**config.mk**
```make
export PLATFORM = sky130hd
export DESIGN_NAME = ima_adpcm_packet_decoder_core_flat
export DESIGN_NICKNAME = d
export VERILOG_FILES = /design/src/imapd_pkg.sv /design/src/imapd_req_if.sv /design/src/imapd_rsp_if.sv /design/src/imapd_nibble.sv /design/src/ima_adpcm_packet_decoder_core.sv /design/src/flat_wrapper.sv
export VERILOG_INCLUDE_DIRS = /design/src /design/src/src
export SDC_FILE = /design/constraint.sdc
export NUM_CORES = 1
export LEC_CHECK = 0
export BUFFER_PORTS_ARGS = -buffer_cell sky130_fd_sc_hd__buf_2
export CORE_UTILIZATION = 51
export CTS_CLUSTER_DIAMETER = 100
export DETAILED_ROUTE_END_ITERATION = 10
export GPL_TIMING_DRIVEN = 0
export PLACE_DENSITY = 0.68
export SYNTH_ARGS = -nofsm -noshare
export SYNTH_HDL_FRONTEND = slang
export SYNTH_HIERARCHICAL = 1
export SYNTH_SLANG_ARGS = --single-unit
export TNS_END_PERCENT = 50
```
**constraint.sdc**
```tcl
create_clock -name clock -period 18 [get_ports clock]
set_input_delay 3.6 -clock clock [delete_from_list [all_inputs] [get_ports clock]]
set_output_delay 3.6 -clock clock [all_outputs]
set_load 0.005 [all_outputs]
```
**src/ima_adpcm_packet_decoder_core_assert.svh**
```systemverilog
// ----------------------------------------------------------------------------
// IMA ADPCM packet decoder assertion macros
// Concurrent check wrappers; empty when SYNTHESIS is defined.
// ----------------------------------------------------------------------------
`ifndef IMA_ADPCM_PACKET_DECODER_CORE_ASSERT_SVH
`define IMA_ADPCM_PACKET_DECODER_CORE_ASSERT_SVH
`ifndef SYNTHESIS
`define IMAPD_ASSERT_SAME(label, clk, rst, ante, cons) \
   label: assert property (@(posedge clk) disable iff (rst) (ante) |-> (cons)) \
      else $error("imapd check failed");
`define IMAPD_ASSERT_NEXT(label, clk, rst, ante, cons) \
   label: assert property (@(posedge clk) disable iff (rst) (ante) |=> (cons)) \
      else $error("imapd check failed");
`else
`define IMAPD_ASSERT_SAME(label, clk, rst, ante, cons)
`define IMAPD_ASSERT_NEXT(label, clk, rst, ante, cons)
`endif
`endif

```
**src/imapd_pkg.sv**
```systemverilog
// ----------------------------------------------------------------------------
// imapd_pkg
// Widths, codes and tables shared by the IMA ADPCM packet decoder.
// ----------------------------------------------------------------------------
package imapd_pkg;

   localparam int SAMPLE_W = 16;
   localparam int IDX_W    = 7;
   localparam int HIDX_W   = 8;
   localparam int STEP_W   = 15;
   localparam int BYTE_W   = 8;
   localparam int CODE_W   = 4;

   localparam logic OP_HEADER = 1'b0;
   localparam logic OP_DATA   = 1'b1;

   localparam logic [IDX_W-1:0]  IDX_MAX   = 7'd88;
   localparam logic [IDX_W-1:0]  IDX_RESET = 7'd15;
   localparam logic signed [SAMPLE_W-1:0] SAMPLE_MAX = 16'sh7FFF;
   localparam logic signed [SAMPLE_W-1:0] SAMPLE_MIN = 16'sh8001;

   localparam logic [STEP_W-1:0] STEP_SIZES [0:88] = '{
      15'd7, 15'd8, 15'd9, 15'd10, 15'd11, 15'd12, 15'd13, 15'd14, 15'd16, 15'd17,
      15'd19, 15'd21, 15'd23, 15'd25, 15'd28, 15'd31, 15'd34, 15'd37, 15'd41, 15'd45,
      15'd50, 15'd55, 15'd60, 15'd66, 15'd73, 15'd80, 15'd88, 15'd97, 15'd107,
      15'd118, 15'd130, 15'd143, 15'd157, 15'd173, 15'd190, 15'd209, 15'd230,
      15'd253, 15'd279, 15'd307, 15'd337, 15'd371, 15'd408, 15'd449, 15'd494,
      15'd544, 15'd598, 15'd658, 15'd724, 15'd796, 15'd876, 15'd963, 15'd1060,
      15'd1166, 15'd1282, 15'd1411, 15'd1552, 15'd1707, 15'd1878, 15'd2066,
      15'd2272, 15'd2499, 15'd2749, 15'd3024, 15'd3327, 15'd3660, 15'd4026,
      15'd4428, 15'd4871, 15'd5358, 15'd5894, 15'd6484, 15'd7132, 15'd7845,
      15'd8630, 15'd9493, 15'd10442, 15'd11487, 15'd12635, 15'd13899, 15'd15289,
      15'd16818, 15'd18500, 15'd20350, 15'd22385, 15'd24623, 15'd27086, 15'd29794,
      15'd32767
   };

   function automatic logic [STEP_W-1:0] step_lookup(input logic [IDX_W-1:0] idx);
      logic [STEP_W-1:0] res;
      if (idx > IDX_MAX) begin
         res = STEP_SIZES[IDX_MAX];
      end else begin
         res = STEP_SIZES[idx];
      end
      return res;
   endfunction

   function automatic logic signed [IDX_W:0] idx_adjust(input logic [2:0] mag);
      logic signed [IDX_W:0] res;
      unique case (mag)
         3'd4:    res = 8'sd2;
         3'd5:    res = 8'sd4;
         3'd6:    res = 8'sd6;
         3'd7:    res = 8'sd8;
         default: res = -8'sd1;
      endcase
      return res;
   endfunction

endpackage

```
**src/imapd_req_if.sv**
```systemverilog
// ----------------------------------------------------------------------------
// imapd_req_if
// Input channel: header items and compressed data bytes.
// ----------------------------------------------------------------------------
interface imapd_req_if import imapd_pkg::*; ();
   logic                       valid;
   logic                       ready;
   logic                       operation;
   logic signed [SAMPLE_W-1:0] header_sample;
   logic [HIDX_W-1:0]          header_step_index;
   logic signed [SAMPLE_W-1:0] header_packet_number;
   logic [BYTE_W-1:0]          data_byte;

   modport source (
      output valid, operation, header_sample, header_step_index,
             header_packet_number, data_byte,
      input  ready
   );
   modport sink (
      input  valid, operation, header_sample, header_step_index,
             header_packet_number, data_byte,
      output ready
   );
endinterface

```
**src/imapd_rsp_if.sv**
```systemverilog
// ----------------------------------------------------------------------------
// imapd_rsp_if
// Result channel: two decoded samples per data byte.
// ----------------------------------------------------------------------------
interface imapd_rsp_if import imapd_pkg::*; ();
   logic                       valid;
   logic                       ready;
   logic signed [SAMPLE_W-1:0] first_sample;
   logic signed [SAMPLE_W-1:0] second_sample;

   modport source (
      output valid, first_sample, second_sample,
      input  ready
   );
   modport sink (
      input  valid, first_sample, second_sample,
      output ready
   );
endinterface

```
**src/imapd_nibble.sv**
```systemverilog
// ----------------------------------------------------------------------------
// imapd_nibble
// One ADPCM nibble step: delta from step table, saturating predictor update,
// clamped step index update.
// ----------------------------------------------------------------------------
module imapd_nibble import imapd_pkg::*; (
   input  logic signed [SAMPLE_W-1:0] pred_cur,
   input  logic [IDX_W-1:0]           idx_cur,
   input  logic [CODE_W-1:0]          code,
   output logic signed [SAMPLE_W-1:0] pred_nxt,
   output logic [IDX_W-1:0]           idx_nxt
);

   logic [STEP_W-1:0]          step;
   logic [STEP_W+2:0]          prod;
   logic [STEP_W+1:0]          delta;
   logic signed [SAMPLE_W+1:0] pred_ext;
   logic signed [SAMPLE_W+1:0] delta_ext;
   logic signed [SAMPLE_W+1:0] sum;
   logic signed [IDX_W:0]      idx_sum;

   always_comb begin
      step      = step_lookup(idx_cur);
      prod      = {3'b000, step} * {{STEP_W{1'b0}}, code[2:0]};
      delta     = {1'b0, prod[STEP_W+2:2]} + {5'b00000, step[STEP_W-1:3]};
      pred_ext  = {{2{pred_cur[SAMPLE_W-1]}}, pred_cur};
      delta_ext = $signed({1'b0, delta});
      if (code[3]) begin
         sum = pred_ext - delta_ext;
      end else begin
         sum = pred_ext + delta_ext;
      end
      priority if (sum > $signed({{2{1'b0}}, SAMPLE_MAX})) begin
         pred_nxt = SAMPLE_MAX;
      end else if (sum < $signed({{2{1'b1}}, SAMPLE_MIN})) begin
         pred_nxt = SAMPLE_MIN;
      end else begin
         pred_nxt = sum[SAMPLE_W-1:0];
      end

      idx_sum = $signed({1'b0, idx_cur}) + idx_adjust(code[2:0]);
      priority if (idx_sum < 0) begin
         idx_nxt = '0;
      end else if (idx_sum > $signed({1'b0, IDX_MAX})) begin
         idx_nxt = IDX_MAX;
      end else begin
         idx_nxt = idx_sum[IDX_W-1:0];
      end
   end

endmodule

```
**src/ima_adpcm_packet_decoder_core.sv**
```systemverilog
// One item per clock sustained while results are taken; a data byte passes
// through the input register, then the result register (loaded once it is free).
// The cycle is set by the two chained nibble steps (step lookup, small multiply,
// saturating add) between the input register and the result register. Header
// items give no result and never wait on the result side.
// ----------------------------------------------------------------------------
// ima_adpcm_packet_decoder_core
// Packetised 4-bit IMA ADPCM decoder, two samples per data byte.
// ----------------------------------------------------------------------------
`include "ima_adpcm_packet_decoder_core_assert.svh"

module ima_adpcm_packet_decoder_core import imapd_pkg::*; (
   input  logic         clock,
   input  logic         reset,
   imapd_req_if.sink    req_chan,
   imapd_rsp_if.source  rsp_chan
);

   logic                       in_valid_ff, in_valid_in;
   logic                       in_op_ff;
   logic signed [SAMPLE_W-1:0] in_hsample_ff;
   logic [HIDX_W-1:0]          in_hidx_ff;
   logic signed [SAMPLE_W-1:0] in_hpkt_ff;
   logic [BYTE_W-1:0]          in_data_ff;

   logic signed [SAMPLE_W-1:0] predictor_ff, predictor_in;
   logic [IDX_W-1:0]           step_index_ff, step_index_in;
   logic signed [SAMPLE_W-1:0] last_pkt_ff, last_pkt_in;

   logic                       rsp_valid_ff, rsp_valid_in;
   logic signed [SAMPLE_W-1:0] rsp_first_ff, rsp_second_ff;

   logic                       req_take;
   logic                       stage_go;
   logic                       rsp_load;
   logic                       rsp_free;
   logic signed [SAMPLE_W:0]   pkt_diff;

   logic signed [SAMPLE_W-1:0] pred_mid, pred_end;
   logic [IDX_W-1:0]           idx_mid, idx_end;

   imapd_nibble u_nib_lo (
      .pred_cur (predictor_ff),
      .idx_cur  (step_index_ff),
      .code     (in_data_ff[CODE_W-1:0]),
      .pred_nxt (pred_mid),
      .idx_nxt  (idx_mid)
   );

   imapd_nibble u_nib_hi (
      .pred_cur (pred_mid),
      .idx_cur  (idx_mid),
      .code     (in_data_ff[BYTE_W-1:CODE_W]),
      .pred_nxt (pred_end),
      .idx_nxt  (idx_end)
   );

   always_comb begin
      rsp_free       = !rsp_valid_ff || rsp_chan.ready;
      stage_go       = in_valid_ff && ((in_op_ff == OP_HEADER) || rsp_free);
      rsp_load       = stage_go && (in_op_ff == OP_DATA);
      req_chan.ready = !in_valid_ff || stage_go;
      req_take       = req_chan.valid && req_chan.ready;
      in_valid_in    = req_take || (in_valid_ff && !stage_go);
      rsp_valid_in   = rsp_load || (rsp_valid_ff && !rsp_chan.ready);

      pkt_diff      = {in_hpkt_ff[SAMPLE_W-1], in_hpkt_ff}
                      - {last_pkt_ff[SAMPLE_W-1], last_pkt_ff};
      predictor_in  = predictor_ff;
      step_index_in = step_index_ff;
      last_pkt_in   = last_pkt_ff;
      if (stage_go) begin
         if (in_op_ff == OP_HEADER) begin
            if (pkt_diff != 17'sd1) begin
               predictor_in = in_hsample_ff;
            end
            last_pkt_in = in_hpkt_ff;
            if (in_hidx_ff > {1'b0, IDX_MAX}) begin
               step_index_in = IDX_MAX;
            end else begin
               step_index_in = in_hidx_ff[IDX_W-1:0];
            end
         end else begin
            predictor_in  = pred_end;
            step_index_in = idx_end;
         end
      end
   end

   always_ff @(posedge clock) begin
      if (reset) begin
         in_valid_ff   <= 1'b0;
         rsp_valid_ff  <= 1'b0;
         predictor_ff  <= '0;
         step_index_ff <= IDX_RESET;
         last_pkt_ff   <= '0;
      end else begin
         in_valid_ff   <= in_valid_in;
         rsp_valid_ff  <= rsp_valid_in;
         predictor_ff  <= predictor_in;
         step_index_ff <= step_index_in;
         last_pkt_ff   <= last_pkt_in;
      end
   end

   always_ff @(posedge clock) begin
      if (req_take) begin
         in_op_ff      <= req_chan.operation;
         in_hsample_ff <= req_chan.header_sample;
         in_hidx_ff    <= req_chan.header_step_index;
         in_hpkt_ff    <= req_chan.header_packet_number;
         in_data_ff    <= req_chan.data_byte;
      end
      if (rsp_load) begin
         rsp_first_ff  <= pred_mid;
         rsp_second_ff <= pred_end;
      end
   end

   assign rsp_chan.valid         = rsp_valid_ff;
   assign rsp_chan.first_sample  = rsp_first_ff;
   assign rsp_chan.second_sample = rsp_second_ff;

   `IMAPD_ASSERT_SAME(a_idx_range, clock, reset, 1'b1, step_index_ff <= IDX_MAX)
   `IMAPD_ASSERT_NEXT(a_pred_sat, clock, reset, rsp_load, predictor_ff != 16'sh8000)
   `IMAPD_ASSERT_NEXT(a_rsp_loaded, clock, reset, rsp_load, rsp_valid_ff)
   `IMAPD_ASSERT_NEXT(a_req_held, clock, reset, req_take, in_valid_ff)

endmodule
```
**src/flat_wrapper.sv**
```systemverilog
// flat-port wrapper written by rule: the top's interface ports become plain ports
module ima_adpcm_packet_decoder_core_flat import imapd_pkg::*;
  (clock, reset, req_chan_valid, req_chan_operation, req_chan_header_sample, req_chan_header_step_index, req_chan_header_packet_number, req_chan_data_byte, req_chan_ready, rsp_chan_valid, rsp_chan_first_sample, rsp_chan_second_sample, rsp_chan_ready);
  imapd_req_if req_chan_i ();
  imapd_rsp_if rsp_chan_i ();
  input  logic clock;
  input  logic reset;
  input wire logic [$bits(req_chan_i.valid)-1:0] req_chan_valid;
  input wire logic [$bits(req_chan_i.operation)-1:0] req_chan_operation;
  input wire logic [$bits(req_chan_i.header_sample)-1:0] req_chan_header_sample;
  input wire logic [$bits(req_chan_i.header_step_index)-1:0] req_chan_header_step_index;
  input wire logic [$bits(req_chan_i.header_packet_number)-1:0] req_chan_header_packet_number;
  input wire logic [$bits(req_chan_i.data_byte)-1:0] req_chan_data_byte;
  output wire logic [$bits(req_chan_i.ready)-1:0] req_chan_ready;
  output wire logic [$bits(rsp_chan_i.valid)-1:0] rsp_chan_valid;
  output wire logic [$bits(rsp_chan_i.first_sample)-1:0] rsp_chan_first_sample;
  output wire logic [$bits(rsp_chan_i.second_sample)-1:0] rsp_chan_second_sample;
  input wire logic [$bits(rsp_chan_i.ready)-1:0] rsp_chan_ready;
  assign req_chan_i.valid = req_chan_valid;
  assign req_chan_i.operation = req_chan_operation;
  assign req_chan_i.header_sample = req_chan_header_sample;
  assign req_chan_i.header_step_index = req_chan_header_step_index;
  assign req_chan_i.header_packet_number = req_chan_header_packet_number;
  assign req_chan_i.data_byte = req_chan_data_byte;
  assign req_chan_ready = req_chan_i.ready;
  assign rsp_chan_valid = rsp_chan_i.valid;
  assign rsp_chan_first_sample = rsp_chan_i.first_sample;
  assign rsp_chan_second_sample = rsp_chan_i.second_sample;
  assign rsp_chan_i.ready = rsp_chan_ready;
  ima_adpcm_packet_decoder_core u_core (.clock(clock), .reset(reset), .req_chan(req_chan_i), .rsp_chan(rsp_chan_i));
endmodule
```
==> results.py <==
metrics = {
    "run_status": {
        "status": "complete, no violations",
    },
    "routing": {
        "drt-total-wl_um": 53900,
        "drt-vias-per-instance": 6.29,
        "num_vias": 17000,
        "firstDrtPassIters": 6,
        "drtIter0Drc": 1805,
        "wl_per_cell_um": 19.9,
        "drtAntennaViolNets": 0,
        "remaining_drc_errors": 0,
    },
    "setup_path": {
        "worstReg2RegStart": "u_core/step_index_ff[1]",
        "start_kind": "flip-flop",
        "cp-startpoint": "u_core/step_index_ff[1]",
        "endpoint": "u_core/predictor_ff[8]",
        "cpMostUsedCell": "a21oi_1",
        "path_max_fanout": 11,
        "critical_path_required_ns": 18.35,
        "reg2reg_slack_ns": 3.29,
        "ff2ff_path_depth": 60,
        "cpMaxStageDelayCell": "nor4b_4",
        "cp.arrival_ns": 15.06,
        "crit_type": "flip-flop to flip-flop",
        "crit-reg2reg-capture": "u_core/predictor_ff[8]",
        "slowest_delay_ns": 0.55,
        "end_kind": "flip-flop",
    },
    "yosys": {
        "avgSynthCellArea_um2": 7.72,
        "synth_mux_area_share_pct": 3.50,
        "synth.distinct_cells": 116,
        "async_reset_ff_share_pct": 0,
        "yosysMostFrequentCell": "nand2_1",
        "syn-cell-area_mm2": 0.0166,
        "synth_top_family_by_area": "compound AO/OA/AOI/OAI gates",
        "ys_ff_latch": 122,
        "synth_common_cells": "nand2_1 (282), a21oi_1 (217), nor2_1 (162)",
        "ys.flop_type": "edfxtp_1",
        "synth_compound_area_share_pct": 28.2,
        "synth_edf_count": 81,
        "seq_area_frac_synth_pct": 19.6,
        "synthAdderAreaFrac_pct": 15.2,
        "synth-xor-area-share_pct": 6.01,
        "synth_warnings": 6,
        "synth_top_area_share_pct": 14.7,
        "synth_area_leaders": "edfxtp_1 (15%), ha_1 (11%), a21oi_1 (6.6%), nand2_1 (6.4%), dfxtp_1 (5.0%)",
        "yosys.area.top_type": "edfxtp_1",
        "synth_cells": 2148,
        "synthSimpleGateAreaFrac_pct": 21.1,
        "synth_nets": 2381,
    },
    "clock_network": {
        "cts_tree": "done",
        "clk_latency_ns": 0.43,
        "clk_pin_slew_ns": 0.06,
        "cts_hold_buf": 0,
        "cts_resized": 0,
        "cts_buffer_depth": 2,
        "clock-sinks": 122,
        "post_cts_buffers": 0,
        "cts_inserted_buffers": 17,
        "cts-root-buf": "clkbuf_16",
        "cts-htree-levels": 4,
    },
    "sta": {
        "worst_slew_pin_slew_ns": 1.26,
        "finalCritPeriodShare_pct": 81.7,
        "relSlewSlack_pct": 15.3,
        "setup_viol": 0,
        "drv_slew": 0,
        "fmax_ghz": 0.0680,
        "rsz0062_at_grt": "no",
        "hold_viol_final": 0,
        "finClkSkew_ns": 0.0131,
        "fin_tns_setup_ns": 0,
        "min_period_ns": 14.71,
    },
    "floorplanning": {
        "dieArea_mm2": 0.0332,
        "start_util_pct": 52.1,
        "die_w_um": 182,
        "row_count": 65,
        "pin_count": 87,
        "core_mm2": 0.0318,
        "die_h_um": 182,
    },
    "global_route": {
        "antenna_found_initial": 0,
        "grt_pass1_wl_um": 85400,
        "grt_pass1_vias": 16200,
        "track_usage_pct": 32.3,
        "grt-ovfl-total": 0,
        "grt_max_degree": 34,
    },
    "layout": {
        "layout-drive-gt1-share_pct": 10.1,
        "synthToLayoutAreaGrowth_pct": 10.0,
        "antenna_cells": 0,
        "nets": 2488,
    },
    "worst_hold_path": {
        "hp-start": "u_core/last_pkt_ff[9]",
        "hp-class": "flip-flop to flip-flop",
    },
    "placement": {
        "dpl.hpwl_um": 42200,
        "gp_congestion": 0.990,
        "portBuffers": 85,
    },
    "job": {
        "maxCapViolations": 0,
    },
}
-- through the flow --
step                      std cells  utilization, %  instance area [um2]  hold slack, ns  setup slack [ns]
final                          2703            57.4                18200           0.457              3.29
after global routing           2703            57.4                18200           0.489              2.34
after floorplan                2148               -                16600           0.436              6.56
after global placement         2668            55.2                17500           0.442              3.83
after CTS                      2703            57.4                18200           0.459              3.67
after detailed placement       2671            55.4                17600           0.449              3.76
-- worst min path at each step --
| stage | end | slack (ns) | cells after the start |
|---|---|---|---|
| 6_report | u_core/last_pkt_ff[9] | 0.46 | 2 |
| 5_1_grt | u_core/last_pkt_ff[3] | 0.49 | 2 |
| 4_1_cts | u_core/last_pkt_ff[9] | 0.46 | 2 |
| 3_5_place_dp | u_core/last_pkt_ff[9] | 0.45 | 2 |
| 3_3_place_gp | u_core/last_pkt_ff[11] | 0.44 | 2 |
| 2_1_floorplan | u_core/last_pkt_ff[10] | 0.44 | 2 |
-- cells by family after synthesis --
logic type	Yosys count
xor+xnor	113
compound gates	695
buf+inv	252
mux	52
simple gates	734
fa+ha+maj	180
flops	122
-- cells in the final DEF, fill, tap and decap left out, drive strengths merged, types with 23 or more instances in the layout --
cell and n:
a21o 32, fa 35, edfxtp 81, nor2 163, nand2 283, buf 120, xor2 34, nand2b 23
inv 151, a211oi 29, o211ai 47, clkbuf 88, a31oi 32, nor3 61, nand3 43, dfxtp 41
o21a 29, mux2i 43, o21ai 142, a21oi 233, and2 34, xnor2 79, ha 145
-- cell type report --
| cell class | count | area (um2) |
|---|---|---|
| multi-input cells | 1774 | 12300 |
| repair buffers | 88 | 485 |
| inverters | 145 | 544 |
| fillers | 3003 | 13600 |
| plain buffers | 107 | 508 |
| clock inverters | 15 | 181 |
| clock buffers | 17 | 425 |
| well taps | 435 | 544 |
| flip-flops and latches | 122 | 3250 |
-- worst max-delay path: cells and delay by family (launching register included) --
kind / cells / cell delay, ns
buffers and inverters: 8 / 1.61
xor gates and xnor gates: 1 / 0.17
muxes: 2 / 0.28
adders and majority gates: 8 / 2.76
and+or+nand+nor: 20 / 4.42
DFF: 1 / 0.50
AOI/OAI and AO/OA: 21 / 4.86
-- state kept, by name (all words and copies together) (netlist names) --
signal / cells
u_core/step_index_ff: 7
u_core/in_hsample_ff: 16
u_core/in_hidx_ff: 8
u_core/rsp_chan.second_sample: 16
u_core/rsp_chan.valid: 1
u_core/rsp_chan.first_sample: 16
u_core/in_data_ff: 8
u_core/last_pkt_ff: 16
u_core/in_op_ff: 1
u_core/in_valid_ff: 1
u_core/in_hpkt_ff: 16
u_core/predictor_ff: 16
-- routing by layer --
| metal | share of wire, % | global-route usage, % |
|---|---|---|
| met5 | 0 | 0 |
| met4 | 2.7 | 11.2 |
| met3 | 7.1 | 4.19 |
| met2 | 47 | 54.0 |
| met1 | 44 | 42.9 |
Power is left out: the tool's default activity adds up to more than one toggle a clock period on the data nets, which glitch-free logic cannot reach.
